### src/hdl/sliding_window_frame_parser_assert.svh
// Assertion macros for the sliding window frame parser.
`ifndef SLIDING_WINDOW_FRAME_PARSER_ASSERT_SVH
`define SLIDING_WINDOW_FRAME_PARSER_ASSERT_SVH

// Same-cycle implication, sampled on aclk, off during reset.
`define SWFP_ASSERT_NOW(lbl, ante, cons) \
    lbl: assert property (@(posedge aclk) disable iff (!aresetn) (ante) |-> (cons)) \
        else $error("swfp assertion failed");

// Next-cycle implication, sampled on aclk, off during reset.
`define SWFP_ASSERT_NEXT(lbl, ante, cons) \
    lbl: assert property (@(posedge aclk) disable iff (!aresetn) (ante) |=> (cons)) \
        else $error("swfp assertion failed");

`endif

### src/hdl/swfp_pkg.sv
package swfp_pkg;

    localparam int FRAME_BYTES = 19;
    localparam int CNT_W       = 5;
    localparam logic [7:0] SYNC_BYTE = 8'hAA;

    typedef logic [7:0] byte_t;
    typedef logic [FRAME_BYTES-1:0][7:0] window_t;
    typedef logic [CNT_W-1:0] count_t;

    typedef struct packed {
        logic full;
        logic hit;
    } win_ctrl_t;

    typedef struct packed {
        logic [7:0]         seq_index;
        logic signed [15:0] yaw;
        logic signed [15:0] pitch;
        logic signed [15:0] roll;
        logic signed [15:0] accel_x;
        logic signed [15:0] accel_y;
        logic signed [15:0] accel_z;
        logic [7:0]         motion_intent;
        logic [7:0]         motion_request;
    } frame_t;

endpackage

### src/hdl/swfp_window.sv
module swfp_window (
    input  logic             aclk,
    input  logic             aresetn,
    input  logic             accept,
    input  swfp_pkg::byte_t  rx_byte,
    input  logic             hit,
    output swfp_pkg::window_t win_next,
    output logic             full_next,
    output swfp_pkg::count_t fill_count
);
    import swfp_pkg::*;

    window_t win_reg;
    count_t  count_reg;
    count_t  count_next;

    // Shift in at the top; once full, the window holds the last bytes in order.
    assign win_next   = {rx_byte, win_reg[FRAME_BYTES-1:1]};
    assign full_next  = (count_reg >= count_t'(FRAME_BYTES - 1));
    assign fill_count = count_reg;

    always_comb begin
        priority if (hit) begin
            count_next = '0;
        end else if (full_next) begin
            count_next = count_t'(FRAME_BYTES);
        end else begin
            count_next = count_reg + count_t'(1);
        end
    end

    always_ff @(posedge aclk) begin
        if (accept) begin
            win_reg <= win_next;
        end
    end

    always_ff @(posedge aclk) begin
        if (!aresetn) begin
            count_reg <= '0;
        end else if (accept) begin
            count_reg <= count_next;
        end
    end

endmodule

### src/hdl/swfp_frame_check.sv
module swfp_frame_check (
    input  swfp_pkg::window_t win,
    input  logic              full,
    output logic              hit,
    output swfp_pkg::frame_t  frame
);
    import swfp_pkg::*;

    byte_t s1 [8];
    byte_t s2 [4];
    byte_t s3 [2];
    byte_t sum;

    always_comb begin
        for (int i = 0; i < 8; i++) begin
            s1[i] = win[2 + 2*i] + win[3 + 2*i];
        end
        for (int i = 0; i < 4; i++) begin
            s2[i] = s1[2*i] + s1[2*i + 1];
        end
        for (int i = 0; i < 2; i++) begin
            s3[i] = s2[2*i] + s2[2*i + 1];
        end
        sum = s3[0] + s3[1];
    end

    assign hit = full && (win[0] == SYNC_BYTE) && (win[1] == SYNC_BYTE)
               && (sum == win[FRAME_BYTES-1]);

    always_comb begin
        frame.seq_index      = win[2];
        frame.yaw            = {win[4], win[3]};
        frame.pitch          = {win[6], win[5]};
        frame.roll           = {win[8], win[7]};
        frame.accel_x        = {win[10], win[9]};
        frame.accel_y        = {win[12], win[11]};
        frame.accel_z        = {win[14], win[13]};
        frame.motion_intent  = win[15];
        frame.motion_request = win[16];
    end

endmodule

### src/hdl/sliding_window_frame_parser.sv
// Output: a frame result is registered and valid in the cycle after its completing byte beat.
// Throughput: one byte beat per cycle; the input stalls only while a result
// waits in the output register and m_ready is low.
// Reset: synchronous, active low; clears the fill count and output valid.
// Window contents are not reset and are read only after 19 fresh bytes.
`include "sliding_window_frame_parser_assert.svh"

module sliding_window_frame_parser (
    input  logic               aclk,
    input  logic               aresetn,
    input  logic               s_valid,
    output logic               s_ready,
    input  logic [7:0]         s_rx_byte,
    input  logic [31:0]        s_time_us,
    output logic               m_valid,
    input  logic               m_ready,
    output logic [7:0]         m_seq_index,
    output logic signed [15:0] m_yaw,
    output logic signed [15:0] m_pitch,
    output logic signed [15:0] m_roll,
    output logic signed [15:0] m_accel_x,
    output logic signed [15:0] m_accel_y,
    output logic signed [15:0] m_accel_z,
    output logic [7:0]         m_motion_intent,
    output logic [7:0]         m_motion_request,
    output logic [31:0]        m_stamp_us
);
    import swfp_pkg::*;

    logic      accept;
    window_t   win_next;
    count_t    fill_count;
    win_ctrl_t ctrl;
    frame_t    frame;
    frame_t    frame_reg;
    logic [31:0] stamp_reg;
    logic      m_valid_reg;
    logic      m_valid_next;

    assign s_ready = !m_valid_reg || m_ready;
    assign accept  = s_valid && s_ready;

    swfp_window u_window (
        .aclk       (aclk),
        .aresetn    (aresetn),
        .accept     (accept),
        .rx_byte    (s_rx_byte),
        .hit        (ctrl.hit),
        .win_next   (win_next),
        .full_next  (ctrl.full),
        .fill_count (fill_count)
    );

    swfp_frame_check u_check (
        .win   (win_next),
        .full  (ctrl.full),
        .hit   (ctrl.hit),
        .frame (frame)
    );

    always_comb begin
        priority if (accept) begin
            m_valid_next = ctrl.hit;
        end else if (m_ready) begin
            m_valid_next = 1'b0;
        end else begin
            m_valid_next = m_valid_reg;
        end
    end

    always_ff @(posedge aclk) begin
        if (!aresetn) begin
            m_valid_reg <= 1'b0;
        end else begin
            m_valid_reg <= m_valid_next;
        end
    end

    always_ff @(posedge aclk) begin
        if (accept && ctrl.hit) begin
            frame_reg <= frame;
            stamp_reg <= s_time_us;
        end
    end

    assign m_valid          = m_valid_reg;
    assign m_seq_index      = frame_reg.seq_index;
    assign m_yaw            = frame_reg.yaw;
    assign m_pitch          = frame_reg.pitch;
    assign m_roll           = frame_reg.roll;
    assign m_accel_x        = frame_reg.accel_x;
    assign m_accel_y        = frame_reg.accel_y;
    assign m_accel_z        = frame_reg.accel_z;
    assign m_motion_intent  = frame_reg.motion_intent;
    assign m_motion_request = frame_reg.motion_request;
    assign m_stamp_us       = stamp_reg;

    `SWFP_ASSERT_NOW(a_ready_when_empty, !m_valid, s_ready)
    `SWFP_ASSERT_NOW(a_count_bound, 1'b1, fill_count <= count_t'(FRAME_BYTES))
    `SWFP_ASSERT_NEXT(a_empty_after_frame, accept && ctrl.hit, fill_count == '0 && m_valid)
    `SWFP_ASSERT_NOW(a_hit_needs_full, ctrl.hit, fill_count >= count_t'(FRAME_BYTES - 1))

endmodule

### config.mk
export PLATFORM = sky130hd
export DESIGN_NAME = sliding_window_frame_parser
export DESIGN_NICKNAME = d
export VERILOG_FILES = /design/src/hdl/swfp_pkg.sv /design/src/hdl/swfp_window.sv /design/src/hdl/swfp_frame_check.sv /design/src/hdl/sliding_window_frame_parser.sv
export VERILOG_INCLUDE_DIRS = /design/src /design/src/hdl
export SDC_FILE = /design/constraint.sdc
export NUM_CORES = 1
export LEC_CHECK = 0
export BUFFER_PORTS_ARGS = -buffer_cell sky130_fd_sc_hd__buf_2
export CAP_MARGIN = 20
export CELL_PAD_IN_SITES_DETAIL_PLACEMENT = 0
export CELL_PAD_IN_SITES_GLOBAL_PLACEMENT = 1
export CORE_ASPECT_RATIO = 0.8
export CORE_MARGIN = 3
export CORE_UTILIZATION = 52
export CTS_BUF_LIST = sky130_fd_sc_hd__clkbuf_8 sky130_fd_sc_hd__clkbuf_16
export DETAILED_ROUTE_END_ITERATION = 12
export PLACE_DENSITY_LB_ADDON = 0.1
export SYNTH_ARGS = -nofsm -noshare
export SYNTH_HDL_FRONTEND = slang
export SYNTH_SLANG_ARGS = --single-unit
### constraint.sdc
create_clock -name aclk -period 19.3 [get_ports aclk]
set_input_delay 0 -clock aclk [delete_from_list [all_inputs] [get_ports aclk]]
set_output_delay 0 -clock aclk [all_outputs]
set_load 0.01 [all_outputs]
==> results.json <==
{
  "clock_skew_ns": 0.0216,
  "holdWs_ns": 0.156,
  "hp-class": "primary input to register",
  "crit_arrival_ns": 7.40,
  "grt_pass1_vias": 6009,
  "grt_overflow": 0,
  "synth.top_cells.by_area": "edfxtp_1 74%, fa_1 15%, inv_1 3.4%",
  "fp.dieArea_um2": 24900,
  "peakVddDrop_uv": 245,
  "layout_commonest_cell": "edfxtp_1",
  "synth-xor-area-share": 0.0303,
  "port_buffers": 197,
  "slew_viol_final": 0,
  "p_total_w": 0.00230,
  "p_leak_nw": 5.83,
  "yosysTopAreaCellShare": 0.741,
  "postSynthAreaPerCell_um2": 20.1,
  "drt_first_pass_iters": 4,
  "cp_max_fo": 75,
  "fin_cells": 1202,
  "ff2ff_path_depth": 19,
  "endpoint_kind": "register",
  "dp_hpwl_mm": 14.1,
  "n_antenna_cell": 0,
  "power_switching_w": 0.000750,
  "antenna_found_initial": 1,
  "post-route-min-period_ns": 7.23,
  "max_slew_margin": 0.329,
  "die_w_um": 176,
  "ys_ff_latch": 302,
  "synth_cells": 598,
  "synth_top_cell_by_area": "edfxtp_1",
  "start_util": 0.532,
  "cts_setup_buffers": 0,
  "p_per_area_nw_per_um2": 155,
  "cts_tree": "built",
  "core_area_um2": 22600,
  "intPower_w": 0.00155,
  "tns_ns": 0,
  "rows": 49,
  "swShare": 0.325,
  "yosysUniqueCellTypes": 32,
  "critPathRequiredTime_ns": 19.47,
  "numCtsBuffers": 30,
  "fin_crit_sh": 0.374,
  "min_path_cells": 2,
  "clockBufferDepth": 3,
  "crit_type": "register to register",
  "drc": 0,
  "dp.cells": 1104,
  "p_seq_frac": 0.330,
  "synthAdderAreaFrac": 0.161,
  "avgViaCountPerCell": 4.70,
  "track_usage": 0.172,
  "gp_congestion": 0.736,
  "synth_nets": 744,
  "drive_above_1_share": 0.280,
  "clkTransAtPathRegs_ns": 0.06,
  "io_pins": 198,
  "synth_top_family_by_area": "adder cells",
  "clkLatencyLatePin_ns": 0.55,
  "combinationalPowerShare": 0.417,
  "fmax_mhz": 138,
  "synth-compound-area-share": 0.00803,
  "ys_seq_area_frac": 0.751,
  "syn_area_um2": 12000,
  "status": "complete, no violations",
  "largest_reg_flops": 144,
  "cap_violations": 0,
  "vias": 5651,
  "synthMuxAreaShare": 0,
  "fin_ws_ns": 12.07,
  "final_nets": 1021,
  "htree_levels": 1,
  "layout_common_cells": "296 x edfxtp_1, 197 x buf_2, 113 x inv_1",
  "grt_max_degree": 80,
  "antenna_left": 0,
  "grt_pass1_wl_mm": 33.6,
  "hold_viol": 0,
  "p_clk_frac": 0.253,
  "fp.dieH_um": 142,
  "yosys_warnings": 0,
  "setup_violations": 0,
  "numClockSinks": 302,
  "wirelength_mm": 20.7,
  "tightest_slew_ns": 1.01,
  "grt_setup_unrepaired": "false",
  "synth_simple_gate_area_share": 0.0161,
  "drt-initial-drc-count": 365,
  "worstSetupStartpointType": "register",
  "cts-root-buf": "clkbuf_16",
  "syn2layout_area_growth_pct": 23.8,
  "post_drt_wl_per_cell_um": 17.2,
  "dp_slack_ns": 12.07
}
synth_stat cells (all sizes together):
master,n
o21ai,5
ha,15
nand3b,1
nor4,1
nand2,5
nor2b,2
nand4,2
xnor2,33
dfxtp,6
nor4bb,2
a21oi,4
inv,108
xnor3,1
or4,2
edfxtp,296
fa,87
and2,2
a21boi,1
o41ai,1
o21bai,2
nor4b,1
clkinv,1
xor2,6
nand2b,1
a32oi,1
and4b,1
nand3,7
a21o,1
nor2,2
nor3,1
metal layers:
metal	vias to the layer above	track usage	routed length, µm
met5	-	0	0
li1	2630	-	-
met4	0	0.0346	318
met3	27	0.0329	1260
met1	2815	0.278	9970
met2	179	0.251	9120
worst paths after layout:
path                                             start  slack (ns)                   end
worst max-delay path            u_window.win_next[130]       12.07         m_stamp_us[9]
worst min-delay path                     s_time_us[17]        0.16        m_stamp_us[17]
worst max register to register  u_window.win_next[130]       12.07         m_stamp_us[9]
worst min register to register   u_window.win_next[11]        0.45  u_window.win_next[3]
cell families after synthesis:
kind of cell,count (synthesis)
DFF,302
buffers and inverters,109
adders and majority gates,102
xor gates and xnor gates,40
and+or+nand+nor,30
AOI/OAI and AO/OA,15
layout make-up:
cell class	instances	area, µm²
multi-input cells	187	2580
clock buffers	30	751
flip-flops and latches	302	9010
repair buffers	245	1450
well taps	306	383
clock inverters	23	264
inverters	109	414
fillers	1588	7700
repair_timing:
action / 4_1_cts / 5_1_grt
hold buffers: 44 / 0
hold endpoints to repair: 46 / 0
gates resized for setup: 0 / 0
per-stage QoR:
stage	utilization	instance area [µm²]
after global routing	0.659	14900
after detailed placement	0.594	13400
final	0.659	14900
after global placement	0.594	13400
after floorplan	-	12000
after CTS	0.658	14900
critical path, stage by stage (launching register included):
cell,delay (ns)
edfxtp_1,0.44
fa_1,0.55
inv_1,0.06
fa_1,0.54
inv_1,0.06
fa_1,0.49
inv_1,0.06
fa_1,0.62
fa_1,0.46
fa_1,0.43
inv_1,0.07
ha_1,0.16
inv_1,0.06
fa_1,0.55
xor2_1,0.14
nand4_1,0.12
or4_1,0.53
nor4_4,0.40
and2_4,0.31
buf_4,0.75
power by group through the flow:
stage                     clock, W  sequential [W]  combinational (W)
after floorplan                  0        0.000769           0.000791
after global placement           0        0.000772           0.000965
after detailed placement         0        0.000774           0.000959
after CTS                 0.000599        0.000760           0.000982
after global routing      0.000627        0.000763            0.00110
final                     0.000583        0.000759           0.000960
(Power assumes the default switching activity.)
